===== src/sv/ssba_pkg.sv =====
`default_nettype none

package ssba_pkg;

  localparam int SLOT_W     = 12;
  localparam int OFFS_W     = 24;
  localparam int WORD_BITS  = 64;
  localparam int BIT_IDX_W  = 6;
  localparam int WORD_IDX_W = SLOT_W - BIT_IDX_W;
  localparam int MAP_SLOTS  = 2 ** SLOT_W;
  localparam int CFG_AW     = 3;
  localparam int CFG_DW     = 32;

  localparam logic [1:0] MODE_ALLOC  = 2'd0;
  localparam logic [1:0] MODE_FREE   = 2'd1;
  localparam logic [1:0] MODE_LOCATE = 2'd2;

  localparam logic [1:0] STAT_OK    = 2'd0;
  localparam logic [1:0] STAT_FULL  = 2'd1;
  localparam logic [1:0] STAT_BADID = 2'd2;

  localparam logic REG_SLOT_LIMIT   = 1'b0;
  localparam logic REG_SEARCH_START = 1'b1;

  localparam logic [SLOT_W-1:0] SLOT_LIMIT_RST   = 12'd4095;
  localparam logic [SLOT_W-1:0] SEARCH_START_RST = 12'd1;

  typedef struct packed {
    logic [1:0]        mode;
    logic [SLOT_W-1:0] slot_id;
  } req_t;

  typedef struct packed {
    logic [1:0]        status;
    logic [SLOT_W-1:0] slot;
    logic [OFFS_W-1:0] byte_offset;
  } rsp_t;

  typedef struct packed {
    logic [SLOT_W-1:0] slot_limit;
    logic [SLOT_W-1:0] search_start;
  } cfg_t;

  // bits of a map word whose slot number is at least bound
  function automatic logic [WORD_BITS-1:0] ge_mask(logic [WORD_IDX_W-1:0] word_idx,
                                                  logic [SLOT_W-1:0] bound);
    logic [WORD_BITS-1:0] m;
    m = '0;
    if (word_idx > bound[SLOT_W-1:BIT_IDX_W]) begin
      m = '1;
    end else if (word_idx == bound[SLOT_W-1:BIT_IDX_W]) begin
      m = {WORD_BITS{1'b1}} << bound[BIT_IDX_W-1:0];
    end
    return m;
  endfunction

  // lowest set bit: {found, index}
  function automatic logic [BIT_IDX_W:0] first_set(logic [WORD_BITS-1:0] v);
    logic [7:0] any_b;
    logic [2:0] bsel;
    logic [2:0] isel;
    logic [7:0] grp;
    any_b = '0;
    bsel  = '0;
    isel  = '0;
    for (int i = 0; i < 8; i++) begin
      any_b[i] = |v[8*i +: 8];
    end
    for (int i = 7; i >= 0; i--) begin
      if (any_b[i]) begin
        bsel = 3'(i);
      end
    end
    grp = v[8*bsel +: 8];
    for (int i = 7; i >= 0; i--) begin
      if (grp[i]) begin
        isel = 3'(i);
      end
    end
    return {|any_b, bsel, isel};
  endfunction

endpackage

`default_nettype wire


===== src/sv/ssba_map_mem.sv =====
`default_nettype none

module ssba_map_mem #(
  parameter int DEPTH = 64,
  parameter int AW    = 6
) (
  input  wire logic                           clk_i,
  input  wire logic                           rst_ni,
  input  wire logic                           re_i,
  input  wire logic [AW-1:0]                  raddr_i,
  input  wire logic                           we_i,
  input  wire logic [AW-1:0]                  waddr_i,
  input  wire logic [ssba_pkg::WORD_BITS-1:0] wdata_i,
  output logic      [ssba_pkg::WORD_BITS-1:0] rdata_o
);
  import ssba_pkg::*;

  logic [WORD_BITS-1:0] mem_q [DEPTH];
  logic [WORD_BITS-1:0] rd_word_q;
  logic                 rd_valid_q;
  logic [DEPTH-1:0]     valid_q;

  always_ff @(posedge clk_i) begin
    if (we_i) begin
      mem_q[waddr_i] <= wdata_i;
    end
    if (re_i) begin
      rd_word_q <= mem_q[raddr_i];
    end
  end

  // a word never written reads as all free
  always_ff @(posedge clk_i or negedge rst_ni) begin
    if (!rst_ni) begin
      valid_q    <= '0;
      rd_valid_q <= 1'b0;
    end else begin
      if (we_i) begin
        valid_q[waddr_i] <= 1'b1;
      end
      if (re_i) begin
        rd_valid_q <= valid_q[raddr_i];
      end
    end
  end

  assign rdata_o = rd_valid_q ? rd_word_q : '0;

endmodule

`default_nettype wire


===== config.mk =====
export PLATFORM = sky130hd
export DESIGN_NAME = ssba_map_mem
export DESIGN_NICKNAME = d
export VERILOG_FILES = /design/src/sv/ssba_pkg.sv /design/src/sv/ssba_map_mem.sv
export SDC_FILE = /design/constraint.sdc
export NUM_CORES = 2
export LEC_CHECK = 0
export BUFFER_PORTS_ARGS = -buffer_cell sky130_fd_sc_hd__buf_4
export CAP_MARGIN = 20
export CORE_MARGIN = 2
export CORE_UTILIZATION = 40
export DETAILED_ROUTE_END_ITERATION = 10
export HOLD_SLACK_MARGIN = 0.1
export PLACE_DENSITY_LB_ADDON = 0.25
export SYNTH_ARGS = -nofsm -noshare
export SYNTH_HDL_FRONTEND = slang
export SYNTH_SLANG_ARGS = --single-unit

===== constraint.sdc =====
create_clock -name clk_i -period 1.75 [get_ports clk_i]
set_input_delay 0.35 -clock clk_i [delete_from_list [all_inputs] [get_ports clk_i]]
set_output_delay 0.35 -clock clk_i [all_outputs]
set_load 0.005 [all_outputs]

### Yosys cells after proc, flatten, opt, wreduce, memory -nomap -nowiden

Memory sizes are Yosys's and may differ from the RTL's. A register that Yosys moved wholly into a read port is not among the register bits.
Cells that the tools add are included.

* memories kept: 1
* bits in writable memories: 4096
* word-level logic and storage cells: 15
* bits in read-only memories: 0
* register bits after elaboration: 65
* bits in latches: 0
* output and inout bits: 64
* input port bits: 80

* multiply operators: 0
* muxes and demuxes: 7
* equal/unequal tests: 0
* shift operators: 0
* reductions and logical operators: 1
* magnitude comparators: 3
* add/subtract/negate cells: 0
* div/mod/pow operators: 0
* bitwise logic cells: 1

Memory list
* mem_q: depth 64, width 64, rd ports 1, clocked after Yosys merged registers in 1, write ports 1, RTL line ssba_map_mem.sv:18 `logic [WORD_BITS-1:0] mem_q [DEPTH];`

Operators with widths (number)
* $mux 64: 1
* $or 64x64->64: 1
* $lt 6x7->1 const B: 2
* $bmux 1 s6: 1
* $demux 1 s6: 1
* $ge 6x1->1 const B: 1
* $mux 1: 4
* $logic_and 1x1->1: 1

### Depth between registers and ports, before layout

* depth in word-level cells: 5
* mapped depth: 9
* gate-level depth less buffers: 5

### Least setup slack after synthesis

No wires, ideal clock.

* path type: input to register
* from: in waddr_i[3]
* to: reg valid_q[48]
* setup time: 0.092 ns
* data required time: 1.658 ns
* arrival time: 5.886 ns
* setup slack: -4.228 ns
* stages on the path: 5
* buffers on the path: 1
* cell sequence: clkbuf_1 > nand4b_1 > or2_2 > nor3_1 > or2_2

* cells in the longest elaborated chain, start to end: 5
* elaborated cells on any way between the ends: 6
* classes of those cells: order compare: 2; mux: 2; bitwise: 1; reduce/logical: 1

Ends and longest elaborated chain
* from (decl): RTL line ssba_map_mem.sv:12 `input wire logic [AW-1:0] waddr_i,`
* $lt 6x7->1 (not written as such) or $ge 6x1->1 (tied branches): RTL line ssba_map_mem.sv:39 `valid_q[waddr_i] <= 1'b1;`
* $logic_and 1x1->1 (not written as such): RTL line ssba_map_mem.sv:39
* $mux 1 (not written as such): RTL line ssba_map_mem.sv:39
* $demux 1 s6 *: RTL line ssba_map_mem.sv:39
* $or 64x64->64 (no line) *
* to (signal assigned): RTL line ssba_map_mem.sv:35 `valid_q <= '0;`
* to (signal, indexed assignment): RTL line ssba_map_mem.sv:39
* to (decl): RTL line ssba_map_mem.sv:21 `logic [DEPTH-1:0] valid_q;`

Every way passes the cells marked *; elsewhere a longest branch is shown, timed or not.
A chain may end at the register's enable or synchronous reset.

### Final worst setup path

* from: reg rd_word_q[51], read port of mem_q
* to: out rdata_o[51] in the netlist's numbering

* cells in the longest elaborated chain, start to end: 1

Ends and longest elaborated chain
* from (decl): RTL line ssba_map_mem.sv:19 `logic [WORD_BITS-1:0] rd_word_q;`
* $mux 64: RTL line ssba_map_mem.sv:47 `assign rdata_o = rd_valid_q ? rd_word_q : '0;`
* to (decl): RTL line ssba_map_mem.sv:14 `output logic [ssba_pkg::WORD_BITS-1:0] rdata_o`

No other way between the ends.

==> out/qor.yml <==
antenna_found_initial: 39
crit_path_end_kind: "output pin"
hold_path.class: "primary input to flop"
start_util_pct: 40.1
synthCells: 6310
synth_edf_count: 4160
synth_cell_type_count: 29
yosysWarnings: 0
die-area_um2: 405000
std_cell_rows: 232
arrival_ns: 2.18
detail_route.wirelength_um: 479000
worstPathRequired_ns: 1.40
final.setup.worst_slack_ns: -0.776
grt_max_degree: 65
avgRoutedWirePerCell_um: 35.8
power.internal_w: 0.171
power_frac_seq_pct: 52.1
fmax_mhz: 396
worstMarginPinSlew_ns: 1.14
dp_hpwl_um: 304000
min_period_ns: 2.53
ioPinCount: 144
design_area_um2: 198000
portBuffers: 143
power_density_nw_per_um2: 1100
maxSlewViolCount: 0
htree_levels: 5
fin_skew_ns: 0.0492
grt_pass1_wl_um: 658000
synthTopCellsByArea: "edfxtp_1 78%, mux4_2 18%, dfrtp_1 1.0%"
setup_viol: 128
vias: 78100
yosys.area.top_type: "edfxtp_1"
worst_setup_path_start_kind: "flop"
fp.dieH_um: 636
async_flop_share_pct: 1.54
cts_tree: "yes"
clock_latency_ns: 1.00
syn_avg_cell_area_um2: 25.3
numCtsBuffers: 429
clkTransAtPathRegs_ns: 0.06
first_pass_iters: 5
peakVddDrop_mv: 0.893
outcome: "finished with violations"
synth_seq_cells: 4225
violations: "setup timing"
p_leak_nw: 63.5
gp_congestion: 0.809
syn_nets: 6390
synth.most_common_cell: "edfxtp_1"
drc: 0
clkPwrFrac_pct: 42.2
clkSinkCount: 4225
finalCritPeriodShare_pct: 144
instances_no_fill: 13400
cts.path.max_buffers: 4
die_x_um: 636
drive_above_1_share_pct: 42.6
rsz0062_at_grt: "true"
cts-root-buf: "clkbuf_16"
synth.top_cell.area_share_pct: 78.2
yosysSeqAreaShare_pct: 79.2
synth_area_um2: 160000
p_sw_share_pct: 21.3
grt_pass1_vias: 79300
finalHoldViolations: 0
drv_cap: 0
ant_nets: 0
drtIter0Drc: 10600
overflow: 0
fin_nets: 7802
vias_per_cell: 5.84
synth_common_cells: "4,160 x edfxtp_1, 1,289 x mux4_2, 185 x clkbuf_1"
gr-usage-all-layers_pct: 23.4
switchingPower_w: 0.0463
combPwrFrac_pct: 5.7
dp.cells: 12500
final_util_pct: 49.7
placed_area_um2: 182000
synth_ff_type: "edfxtp_1"
syn2layout_area_growth_pct: 23.9
path_class: "flop to output pin"
slew_headroom_pct: 23.7
crit_fanout: 1
core_area_um2: 399000
[registers in the layout (all words and copies together) (netlist names)]
register	cells
valid_q	64
rd_valid_q	1
rd_word_q	64
mem_q	4096
[cells by family (layout without fill, tap and decap cells)]
family	Yosys count	after routing	share of synthesized area, %
compound gates	139	139	0.653
buf+inv	337	2111	0.918
flops	4225	4225	79.2
mux	1309	1309	18.3
other cells	0	9	0
simple gates	300	300	0.947
[power groups by stage]
stage	logic, W	registers [W]	clock network, W
after global placement	0.0115	0.115	0
final	0.0125	0.113	0.0915
after detailed placement	0.0117	0.115	0
after CTS	0.0124	0.113	0.0928
after global routing	0.0131	0.113	0.0964
after floorplan	0.00591	0.115	0
[layer usage]
| layer | global-route usage [%] | vias to the layer above | part of all wire [%] |
|---|---|---|---|
| met1 | 32.6 | 43300 | 40 |
| met2 | 39.0 | 3548 | 49 |
| met4 | 6.11 | 20 | 3.1 |
| met3 | 3.27 | 717 | 7.4 |
| li1 | - | 30500 | - |
| met5 | 0 | - | 0.027 |
[cells in the final DEF (no fill, tap or decap), types with 64 or more instances in the layout]
master,instances
buf_4,557
clkinv_2,77
a22oi_2,86
buf_6,80
buf_12,592
dlygate4sd3_1,73
or2_2,64
clkinv_1,88
dfrtp_1,64
mux4_2,1289
edfxtp_1,4160
clkbuf_1,96
and2_4,64
clkbuf_16,434
[through the flow]
| step | TNS, ns | worst slack (ns) | hold slack, ns | total power [W] |
|---|---|---|---|---|
| after floorplan | -3651.31 | -1.25 | 0.0544 | 0.121 |
| after global placement | -836.05 | -1.45 | 0.344 | 0.127 |
| after detailed placement | -868.58 | -1.47 | 0.355 | 0.127 |
| after CTS | -62.80 | -0.877 | 0.105 | 0.218 |
| after global routing | -60.70 | -0.856 | 0.165 | 0.223 |
| final | -55.01 | -0.776 | 0.176 | 0.217 |
[path summary, 6_finish.rpt]
path,from,to,slack [ns],depth (start not counted)
worst min-delay path,waddr_i[5],mem_q[12][30]$_DFFE_PP_,0.18,4
max in group asynchronous,rst_ni,rd_valid_q$_DFFE_PN0P_,0.98,4
worst max-delay path,rd_word_q[51]$_DFFE_PP_,rdata_o[51],-0.78,3
worst max register to register,mem_q[60][48]$_DFFE_PP_,rd_word_q[48]$_DFFE_PP_,-0.37,5
worst min register to register,valid_q[61]$_DFFE_PN0P_,valid_q[61]$_DFFE_PN0P_,0.46,1
min in group asynchronous,rst_ni,valid_q[14]$_DFFE_PN0P_,0.54,4
[area by class of cell]
cell class	count	area [µm²]
clock inverter	260	2710
fill	31000	201000
tap	5265	6590
clock buffer	533	11200
sequential	4225	127000
multi-input combinational	1748	33000
timing repair buffer	1315	17900
inverter	3	11.3
antenna	9	22.5
[critical path, cell delays in order (launching register included)]
cell and delay, ns:
edfxtp_1 0.78, buf_6 0.19, and2_4 0.13, buf_6 0.08
[what timing repair did]
action                                  in CTS  in global routing
endpoints found under the hold margin     4252                  0
cloned                                       4                  3
hold buffers                                75                  0
resized for setup                          193                 69
buffers inserted                             4                  6
pin swaps                                   80                 12
endpoints found under the setup margin     128                252
(Power assumes the default switching activity.)
