File: src/sv/ssba_pkg.sv
`default_nettype none

package ssba_pkg;

  localparam int SLOT_W     = 12;
  localparam int OFFS_W     = 24;
  localparam int WORD_BITS  = 64;
  localparam int BIT_IDX_W  = 6;
  localparam int WORD_IDX_W = SLOT_W - BIT_IDX_W;
  localparam int MAP_SLOTS  = 2 ** SLOT_W;
  localparam int CFG_AW     = 3;
  localparam int CFG_DW     = 32;

  localparam logic [1:0] MODE_ALLOC  = 2'd0;
  localparam logic [1:0] MODE_FREE   = 2'd1;
  localparam logic [1:0] MODE_LOCATE = 2'd2;

  localparam logic [1:0] STAT_OK    = 2'd0;
  localparam logic [1:0] STAT_FULL  = 2'd1;
  localparam logic [1:0] STAT_BADID = 2'd2;

  localparam logic REG_SLOT_LIMIT   = 1'b0;
  localparam logic REG_SEARCH_START = 1'b1;

  localparam logic [SLOT_W-1:0] SLOT_LIMIT_RST   = 12'd4095;
  localparam logic [SLOT_W-1:0] SEARCH_START_RST = 12'd1;

  typedef struct packed {
    logic [1:0]        mode;
    logic [SLOT_W-1:0] slot_id;
  } req_t;

  typedef struct packed {
    logic [1:0]        status;
    logic [SLOT_W-1:0] slot;
    logic [OFFS_W-1:0] byte_offset;
  } rsp_t;

  typedef struct packed {
    logic [SLOT_W-1:0] slot_limit;
    logic [SLOT_W-1:0] search_start;
  } cfg_t;

  // bits of a map word whose slot number is at least bound
  function automatic logic [WORD_BITS-1:0] ge_mask(logic [WORD_IDX_W-1:0] word_idx,
                                                  logic [SLOT_W-1:0] bound);
    logic [WORD_BITS-1:0] m;
    m = '0;
    if (word_idx > bound[SLOT_W-1:BIT_IDX_W]) begin
      m = '1;
    end else if (word_idx == bound[SLOT_W-1:BIT_IDX_W]) begin
      m = {WORD_BITS{1'b1}} << bound[BIT_IDX_W-1:0];
    end
    return m;
  endfunction

  // lowest set bit: {found, index}
  function automatic logic [BIT_IDX_W:0] first_set(logic [WORD_BITS-1:0] v);
    logic [7:0] any_b;
    logic [2:0] bsel;
    logic [2:0] isel;
    logic [7:0] grp;
    any_b = '0;
    bsel  = '0;
    isel  = '0;
    for (int i = 0; i < 8; i++) begin
      any_b[i] = |v[8*i +: 8];
    end
    for (int i = 7; i >= 0; i--) begin
      if (any_b[i]) begin
        bsel = 3'(i);
      end
    end
    grp = v[8*bsel +: 8];
    for (int i = 7; i >= 0; i--) begin
      if (grp[i]) begin
        isel = 3'(i);
      end
    end
    return {|any_b, bsel, isel};
  endfunction

endpackage

`default_nettype wire

File: src/sv/ssba_cfg_regs.sv
`default_nettype none

module ssba_cfg_regs (
  input  wire logic                        clk_i,
  input  wire logic                        rst_ni,
  input  wire logic                        psel,
  input  wire logic                        penable,
  input  wire logic                        pwrite,
  input  wire logic [ssba_pkg::CFG_AW-1:0] paddr,
  input  wire logic [ssba_pkg::CFG_DW-1:0] pwdata,
  output logic      [ssba_pkg::CFG_DW-1:0] prdata,
  output logic                             pready,
  output ssba_pkg::cfg_t                   cfg_o
);
  import ssba_pkg::*;

  cfg_t cfg_q;
  cfg_t cfg_d;
  logic wr_en;

  assign wr_en  = psel && penable && pwrite;
  assign pready = 1'b1;

  always_comb begin
    cfg_d = cfg_q;
    if (wr_en) begin
      case (paddr[2])
        REG_SLOT_LIMIT:   cfg_d.slot_limit   = pwdata[SLOT_W-1:0];
        REG_SEARCH_START: cfg_d.search_start = pwdata[SLOT_W-1:0];
        default:          cfg_d = cfg_q;
      endcase
    end
  end

  always_comb begin
    case (paddr[2])
      REG_SLOT_LIMIT:   prdata = {{(CFG_DW-SLOT_W){1'b0}}, cfg_q.slot_limit};
      REG_SEARCH_START: prdata = {{(CFG_DW-SLOT_W){1'b0}}, cfg_q.search_start};
      default:          prdata = '0;
    endcase
  end

  always_ff @(posedge clk_i or negedge rst_ni) begin
    if (!rst_ni) begin
      cfg_q.slot_limit   <= SLOT_LIMIT_RST;
      cfg_q.search_start <= SEARCH_START_RST;
    end else begin
      cfg_q <= cfg_d;
    end
  end

  assign cfg_o = cfg_q;

endmodule

`default_nettype wire

File: config.mk
export PLATFORM = sky130hd
export DESIGN_NAME = ssba_cfg_regs
export DESIGN_NICKNAME = d
export VERILOG_FILES = /design/src/sv/ssba_pkg.sv /design/src/sv/ssba_cfg_regs.sv
export SDC_FILE = /design/constraint.sdc
export NUM_CORES = 1
export LEC_CHECK = 0
export BUFFER_PORTS_ARGS = -buffer_cell sky130_fd_sc_hd__clkbuf_2
export CAP_MARGIN = 5
export CORE_ASPECT_RATIO = 1.4
export CORE_MARGIN = 2
export CORE_UTILIZATION = 40
export CTS_CLUSTER_DIAMETER = 100
export DETAILED_ROUTE_END_ITERATION = 7
export MAX_ROUTING_LAYER = met4
export PLACE_DENSITY = 0.78
export SLEW_MARGIN = 0
export SYNTH_ARGS = -nofsm -noshare
export SYNTH_HDL_FRONTEND = slang
export SYNTH_SLANG_ARGS = --single-unit
File: constraint.sdc
create_clock -name clk_i -period 0.9 [get_ports clk_i]
set_input_delay 0.045 -clock clk_i [delete_from_list [all_inputs] [get_ports clk_i]]
set_output_delay 0.045 -clock clk_i [all_outputs]
set_load 0.02 [all_outputs]
======== Word-level counts from Yosys, hierarchy flattened ========
Index checks and enable logic that the tools add are counted.
word-level totals
  bits in registers ....................... 24
  bits of input ports ..................... 40
  output and inout port bits .............. 57
  word-level logic and storage cells ...... 8
cells by class
  mux-type cells .......................... 1
  bitwise logic cells ..................... 1
  reduce and logical (&&, ||, !) cells .... 4
operators by type and width
  kind                                 count
  one-hot mux 32 bit (2 select lines)  1
  AND reduction 2 bit                  2
  logical AND 1 bit                    2
  inverter 1 bit                       1

======== Depth between registers and ports, before layout ========
Gate-level depths: netlist of the first run.
  depth in word-level cells ............... 3
  depth in mapped cells ................... 3

======== Worst setup path before layout of the first run ========
OpenSTA, ideal clock, no wires.
  path type ............................... register to output
  start point ............................. register cfg_q (netlist bit cfg_o[12])
  end point ............................... output prdata[0] in the netlist's numbering
  arrival time ............................ 800 ps
  required time ........................... 855 ps
  setup slack ............................. 55 ps
  cell stages (with the launch flop) ...... 2
  path buffers ............................ 0
  cell sequence ........................... dfstp_2 -> mux2_2
on the way
  cells in the longest elaborated chain, start to end .. 1
ends and longest elaborated chain
  element                              RTL line             text
  start: declaration                   ssba_cfg_regs.sv:17  cfg_t cfg_q;
  start signal: assignment             ssba_cfg_regs.sv:48  cfg_q <= cfg_d;
  one-hot mux 32 bit (2 select lines)  ssba_cfg_regs.sv:36  case (paddr[2])
  end: declaration                     ssba_cfg_regs.sv:11  output logic [ssba_pkg::CFG_DW-1:0] prdata,
Every way passes these cells. The select of a mux whose other input is x is not followed.

======== Worst setup path in the final report of the first run ========
  start point ............................. register cfg_q (netlist bit cfg_o[14])
  end point ............................... output prdata[2] in the netlist's numbering
Same word-level chain as after synthesis.

==> qor.yml, run 1 <==
status: "complete, but fails checks"
violations: "setup timing"
grt_pass1_vias: 1043
critPathMaxFanout: 3
clkSinkCount: 24
grt_first_pass_wirelength_mm: 5.31
place_congestion: 0.757
final_nets: 215
min_period_over_period_pct: 126
clockBufferDepth: 2
hold_violations: 0
antenna_found_initial: 0
cts_root_buf: "clkbuf_8"
dp_hpwl_mm: 2.19
syn_area_per_cell_um2: 14.6
ant_nets: 0
cp.required_ns: 0.85
ys_warn_count: 0
synthCells: 88
final_cell_mix: "mux2_4 (26), buf_8 (25), buf_6 (25)"
grt_max_degree: 15
firstDrtPassIters: 4
hold_path.class: "in -> reg"
fp.coreArea_mm2: 0.00309
final_layout_size_suffix_gt1_share_pct: 81.0
synth_cell_types: 10
setup_ws_ns: -0.232
arrival_ns: 1.09
power_uw: 5240
largest_register_ffs: 24
overflow: 0
rsz0062_at_grt: "yes"
layout_commonest_cell: "mux2_4"
start_util_pct: 41.7
cts.clk_slew.worst_paths_ns: 0.09
ir_drop_v: 0.00199
avgRoutedWirePerCell_um: 17.6
skew_ns: 0
avgViaCountPerCell: 4.70
ys_seq_area_share_pct: 47.9
ios: 97
power_leakage_uw: 0.00117
die_area_mm2: 0.00370
slew_violations: 0
rows: 24
drc_errors: 0
timing.fmax_ghz: 0.883
htreeDepth: 1
finalSetupViolCount: 40
io_buffers: 53
die_w_um: 52.0
die_height_um: 71.2
max_cap_viol_count: 0
grt_usage_pct: 19.8
syn_area_mm2: 0.00129
clk_latency_ns: 0.26
startpoint_type: "register"
critPathKind: "reg -> out"
drt_iter0_markers: 7
power_density_mw_per_mm2: 2340
ys_ff_latch: 24
routed_wl_mm: 3.75
cp-end-kind: "output port"
fin_crit_ns: 1.13
utilization_pct: 72.6
vias: 1001
area_delta_synth_final_pct: 74.2
cts_tree: "yes"
numCtsBuffers: 3
antennaDiodeCount: 0
[metrics by stage]
step | cell area [um^2] | worst slack (ns) | hold slack (ns) | std cells | setup TNS (ns)
2_1_floorplan | 1360 | 0.0546 | -0.251 | 107 | 0
3_3_place_gp | 1580 | -0.0995 | -0.0580 | 185 | -1.33
3_5_place_dp | 1580 | -0.170 | -0.0512 | 185 | -2.28
4_1_cts | 2100 | -0.245 | 0.0214 | 207 | -5.46
5_1_grt | 2240 | -0.263 | 0.0267 | 213 | -6.32
6_report | 2240 | -0.232 | 0.0234 | 213 | -5.12
[layout make-up]
cell class	instances	area (um^2)
timing repair buffer	87	906
fill	199	848
multi-input combinational	59	618
sequential	24	617
clock buffer	4	55.1
tap	39	48.8
[final timing paths]
check                          start        end  slack [ns]  cells past startpoint
max                        cfg_o[14]  prdata[2]       -0.23                      2
min                        pwdata[6]   cfg_o[6]        0.02                      2
max reg2reg                cfg_o[23]  cfg_o[23]       -0.04                      3
min reg2reg                 cfg_o[8]   cfg_o[8]        0.56                      1
max in group asynchronous     rst_ni  cfg_o[20]        0.22                      3
min in group asynchronous     rst_ni   cfg_o[9]        0.21                      2
[cells in the mapped netlist, drive strengths merged]
cell	count	share of area, %
nand4b	1	1.8
conb	2	0.58
buf	24	14
mux2	36	34
dfstp	13	27
nand4	1	0.97
dfrtp	11	21
[what timing repair did]
action,4_1_cts,5_1_grt
endpoints found under the hold margin,17,0
setup buffers,17,9
resized for setup,72,57
setup endpoints to repair,25,44
hold buffers,1,0
pin swaps,0,0
[worst max-delay path, stage by stage (launching register included)]
cell and delay, ns:
dfstp_2 0.57, mux2_4 0.16, buf_8 0.10
[report_power, final]
| part | switching, uW | total, uW | internal [uW] |
|---|---|---|---|
| clock network | 323 | 713 | 390 |
| registers | 211 | 1630 | 1420 |
| logic | 1170 | 2900 | 1730 |
[cell families (layout without fill, tap and decap cells)]
| kind of cell | after synthesis | count (layout) | synth area share, % |
|---|---|---|---|
| simple gates | 2 | 2 | 2.82 |
| mux | 36 | 36 | 34.4 |
| buf+inv | 24 | 91 | 14.4 |
| other cells | 2 | 21 | 0.583 |
| flops | 24 | 24 | 47.9 |
[routing by layer]
metal  vias to the layer above  track usage, %  routed length, um
li1                        435               -                  -
met1                       507            20.2               1120
met2                        51            36.4               2350
met3                         8            3.38                172
met4                         0            7.31                105
met5                         -               -                  0
Power figures use the tool's default switching activity.
==> run 2, diff against run 1 <==
Settings changed: CORE_MARGIN 2 to 1.5, RECOVER_POWER from default to 100.
==> qor.yml, run 2 (synthesis gave the netlist of run 1 again) <==
status: "complete, but fails checks"  # unchanged
violations: "setup timing"  # unchanged
finalSetupViolCount: 37  # was 40
critPathKind: "reg -> out"  # unchanged
path_cells: "mux2_4 > buf_8"  # unchanged
skew_ns: 0  # unchanged
cts.clk_slew.worst_paths_ns: 0.09  # about the same
largest_register_ffs: 24  # unchanged
arrival_ns: 1.10  # was 1.09 ns
cts_tree: "yes"  # unchanged
drc_errors: 0  # unchanged
layout_commonest_cell: "buf_6"  # was mux2_4
grt_usage_pct: 17.8  # was 19.8%
detailed_place.area_mm2: 0.00156  # was 0.00158 mm^2
power_density_mw_per_mm2: 2440  # was 2340 mW/mm^2
overflow: 0  # unchanged
drt_iter0_markers: 25  # was 7
power_leakage_uw: 0.00112  # was 0.00117 uW
antennaDiodeCount: 0  # unchanged
rsz0062_at_grt: "yes"  # unchanged
ir_drop_v: 0.00138  # was 0.00199 V
use_met3_pct: 3.63  # was 3.38%
hold_path.class: "in -> reg"  # unchanged
final_area_mm2: 0.00217  # was 0.00224 mm^2
setup_ws_ns: -0.246  # was -0.232 ns
ios: 97  # unchanged
numCtsBuffers: 3  # unchanged
fp.coreArea_mm2: 0.00309  # unchanged
startpoint_type: "register"  # unchanged
grt_first_pass_wirelength_mm: 4.60  # was 5.31 mm
avgRoutedWirePerCell_um: 15.4  # was 17.6 um
firstDrtPassIters: 4  # unchanged
cpPeakStageDelay_ns: 0.56  # was 0.57 ns
die_area_mm2: 0.00358  # was 0.00370 mm^2
critical-path-slowest-cell: "dfstp_2"  # unchanged
rows: 24  # unchanged
grt_util_met1_pct: 18.3  # was 20.2%
clk_latency_ns: 0.27  # was 0.26 ns
start_util_pct: 41.7  # unchanged
timing.fmax_ghz: 0.872  # was 0.883 GHz
min_period_over_period_pct: 127  # was 126%
antenna_found_initial: 0  # unchanged
io_buffers: 53  # unchanged
final_layout_size_suffix_gt1_share_pct: 79.8  # was 81.0%
critPathMaxFanout: 3  # unchanged
grt_max_degree: 21  # was 15
vias: 935  # was 1,001
ant_nets: 0  # unchanged
cts_root_buf: "clkbuf_8"  # unchanged
dp_hpwl_mm: 1.94  # was 2.19 mm
grt_pass1_vias: 920  # was 1,043
regArea_um2: 617  # unchanged
htreeDepth: 1  # unchanged
routed_wl_mm: 3.19  # was 3.75 mm
grt.busiest_layer: "met2"  # unchanged
place_congestion: 0.741  # was 0.757
max_cap_viol_count: 0  # unchanged
final_nets: 209  # was 215
clkSinkCount: 24  # unchanged
hold_violations: 0  # unchanged
final_cell_mix: "buf_6 (25), mux2_4 (24), buf_8 (22)"  # was mux2_4 (26), buf_8 (25), buf_6 (25)
multi_input_area_um2: 611  # was 618 um^2
avgViaCountPerCell: 4.52  # was 4.70
grt_use_met2_pct: 32.6  # was 36.4%
cp.required_ns: 0.85  # about the same
clockBufferDepth: 2  # unchanged
area_delta_synth_final_pct: 68.3  # was 74.2%
setup_tns_ns: -5.12  # about the same
fin_crit_ns: 1.15  # was 1.13 ns
die_w_um: 51.0  # was 52.0 um
nFillCells: 221  # was 199
die_height_um: 70.2  # was 71.2 um
cp-end-kind: "output port"  # unchanged
slew_violations: 0  # unchanged
run 2: final timing paths:
check                           startpoint        end  slack (ns)  cells past startpoint
max in group asynchronous           rst_ni  cfg_o[14]        0.08                      3
worst max-delay path             cfg_o[16]  prdata[4]       -0.25                      2
worst max register to register   cfg_o[13]  cfg_o[13]       -0.01                      3
worst min-delay path             pwdata[9]   cfg_o[9]        0.01                      2
worst min register to register    cfg_o[8]   cfg_o[8]        0.55                      1
min in group asynchronous           rst_ni   cfg_o[5]        0.17                      2
run 2: worst max-delay path, delay by kind of cell (launching register included):
family / cells / cell delay [ns]
buf+inv: 1 / 0.11
mux: 1 / 0.16
flops: 1 / 0.56
run 2: report_power, final:
group          total (uW)  internal, uW  switching (uW)
combinational        2720          1610            1110
clock                 946           595             351
sequential           1610          1410             199
run 2: layout make-up:
cell class | count | share of cell area [%]
Timing Repair Buffer | 81 | 37.9
Sequential cell | 24 | 28.4
Multi-Input combinational cell | 59 | 28.2
Tap cell | 39 | 2.25
Clock buffer | 3 | 1.90
Clock inverter | 1 | 1.38
run 2: metal layers:
layer	up-vias	wire length, um
met5	-	0
met4	0	75
met3	6	180
met2	47	1810
met1	461	1120
li1	421	-
run 2: per-stage QoR:
step / hold slack, ns / power [uW] / std cells / setup slack (ns) / util (%)
6_report: 0.0139 / 5280 / 207 / -0.246 / 70.1
5_1_grt: 0.0129 / 5490 / 207 / -0.269 / 70.1
4_1_cts: 0.0151 / 4750 / 199 / -0.251 / 64.2
3_5_place_dp: -0.124 / 3130 / 183 / -0.118 / 50.5
3_3_place_gp: -0.128 / 3070 / 183 / -0.0926 / 50.5
2_1_floorplan: -0.251 / 2650 / 107 / 0.0546 / -
run 2: timing repair:
item                                   CTS  global route
setup endpoints to repair               25            40
hold buffers                             1             0
gates resized for setup                 58            69
endpoints found under the hold margin   24             0
buffers inserted                        11            10
==> run 3, diff against run 2 <==
Settings changed: CORE_MARGIN 1.5 to 2.
Clock period 0.9 ns to 1.2 ns, I/O delays scaled along.
==> qor.yml, run 3 (synthesis gave the netlist of run 1 again) <==
io_buffers: 53  # unchanged
antenna_found_initial: 0  # unchanged
final_layout_size_suffix_gt1_share_pct: 54.1  # was 79.8%
status: "finished, final reports clean"  # was complete, but fails checks
grt_max_degree: 25  # was 21
avgRoutedWirePerCell_um: 13.4  # was 15.4 um
p_int_uw: 1760  # was 3620 uW
routed_wl_mm: 2.48  # was 3.19 mm
hold_path.class: "in -> reg"  # unchanged
pwr-share-comb_pct: 38.3  # was 51.5%
die_height_um: 71.2  # was 70.2 um
cp.required_ns: 1.14  # was 0.85 ns
cts_root_buf: "clkbuf_8"  # unchanged
setup_tns_ns: 0  # was -5.12 ns
skew_ns: 0  # unchanged
critPathMaxFanout: 3  # unchanged
grt_usage_pct: 13.9  # was 17.8%
grt_pass1_vias: 838  # was 920
layout_commonest_cell: "mux2_2"  # was buf_6
final_area_mm2: 0.00155  # was 0.00217 mm^2
grt_first_pass_wirelength_mm: 3.78  # was 4.60 mm
htreeDepth: 1  # unchanged
fp.coreArea_mm2: 0.00309  # unchanged
drt_iter0_markers: 2  # was 25
final_nets: 187  # was 209
firstDrtPassIters: 2  # was 4
swShare_pct: 36.6  # was 31.4%
slew_violations: 0  # unchanged
ir_drop_v: 0.000820  # was 0.00138 V
die_w_um: 52.0  # was 51.0 um
min_period_over_period_pct: 96.5
rows: 24  # unchanged
clk_latency_ns: 0.26  # was 0.27 ns
power_density_mw_per_mm2: 1790  # was 2440 mW/mm^2
p_switching_uw: 1020  # was 1660 uW
drc_errors: 0  # unchanged
antennaDiodeCount: 0  # unchanged
dp_hpwl_mm: 1.92  # was 1.94 mm
power.share.sequential_pct: 42.6  # was 30.6%
finalSetupViolCount: 0  # was 37
avgViaCountPerCell: 4.46  # was 4.52
slew_headroom_pct: 61.3
fin_crit_ns: 1.16
vias: 825  # was 935
max_cap_viol_count: 0  # unchanged
tightestPinTransition_ns: 0.581
cts_tree: "yes"  # unchanged
start_util_pct: 41.7  # unchanged
clockBufferDepth: 2  # unchanged
final_cell_mix: "mux2_2 (26), clkbuf_1 (24), conb_1 (21)"  # was buf_6 (25), mux2_4 (24), buf_8 (22)
place_congestion: 0.703  # was 0.741
worst_hold_slack_ns: 0.0264  # was 0.0139 ns
power_leakage_uw: 0.000730  # was 0.00112 uW
clkSinkCount: 24  # unchanged
die_area_mm2: 0.00370  # was 0.00358 mm^2
cp-end-kind: "output port"  # unchanged
largest_register_ffs: 24  # unchanged
rsz0062_at_grt: "no"  # was yes
numCtsBuffers: 3  # unchanged
hold_violations: 0  # unchanged
overflow: 0  # unchanged
cts.clk_slew.worst_paths_ns: 0.08  # was 0.09 ns
arrival_ns: 1.10  # about the same
ios: 97  # unchanged
ant_nets: 0  # unchanged
startpoint_type: "register"  # unchanged
r2r_start: "cfg_o[5]"  # was cfg_o[13]
critPathLaunch: "cfg_o[11]"  # was cfg_o[16]
detailed_place.area_mm2: 0.00152  # was 0.00156 mm^2
area_delta_synth_final_pct: 20.2  # was 68.3%
critPathKind: "reg -> out"  # unchanged
timing.fmax_ghz: 0.864
power.clock.fraction_pct: 19.1  # was 17.9%
holdCritStartpoint: "pwdata[6]"  # was pwdata[9]
instances_no_fill: 185  # was 207
nFillCells: 308  # was 221
dp.cells: 179  # was 183
## run 3: cell count changes in the layout (fill, tap and decap cells not counted), sizes merged
cell | previous run | this run
buf | 61 | 14
clkbuf | 22 | 48
bufinv | 1 | 0
## run 3: worst max-delay path, stage by stage (launching register included)
cell and delay, ns:
dfrtp_1 0.40, mux2_2 0.28, buf_4 0.16
## run 3: what timing repair did
item                                    in CTS  in global routing
gates resized for setup                      0                 18
endpoints found under the hold margin       11                  0
endpoints found under the setup margin       0                 10
hold buffers                                 1                  0
setup buffers                                0                  1
## run 3: path summary, 6_finish.rpt
check / slack (ns) / cells past startpoint / end
max: 0.04 / 2 / prdata[11]
max reg2reg: 0.30 / 2 / cfg_o[5]
min: 0.03 / 2 / cfg_o[6]
max in group asynchronous: 0.49 / 2 / cfg_o[7]
min reg2reg: 0.53 / 1 / cfg_o[4]
min in group asynchronous: 0.32 / 2 / cfg_o[5]
## run 3: area by class of cell
cell class | instances | area [um^2] | share of cell area (%)
repair buffers | 59 | 304 | 19.6
multi-input cells | 59 | 524 | 33.8
flip-flops and latches | 24 | 617 | 39.8
clock buffers | 4 | 55.1 | 3.55
well taps | 39 | 48.8 | 3.15
## run 3: routing by layer
layer  wire length [um]  track usage, %  vias to the layer above
met5                  0               -                        -
li1                   -               -                      382
met4                  0            2.92                        0
met3                137            1.90                        0
met2               1460            26.4                       33
met1                881            14.5                      410
## run 3: power groups by stage
stage | combinational, uW | sequential (uW) | clock [uW]
CTS | 1120 | 1190 | 553
global route | 1130 | 1220 | 609
floorplan | 573 | 1420 | 0
detailed placement | 1110 | 1210 | 0
global placement | 1100 | 1190 | 0
finish | 1060 | 1180 | 532
## run 3: stage by stage
step / util (%) / total power, uW / setup slack, ns
after floorplan: - / 1990 / 0.340
after global placement: 49.1 / 2290 / 0.267
after detailed placement: 49.1 / 2320 / 0.244
after CTS: 51.2 / 2860 / 0.0158
after global routing: 50.1 / 2950 / 0.000323
final: 50.1 / 2780 / 0.0419
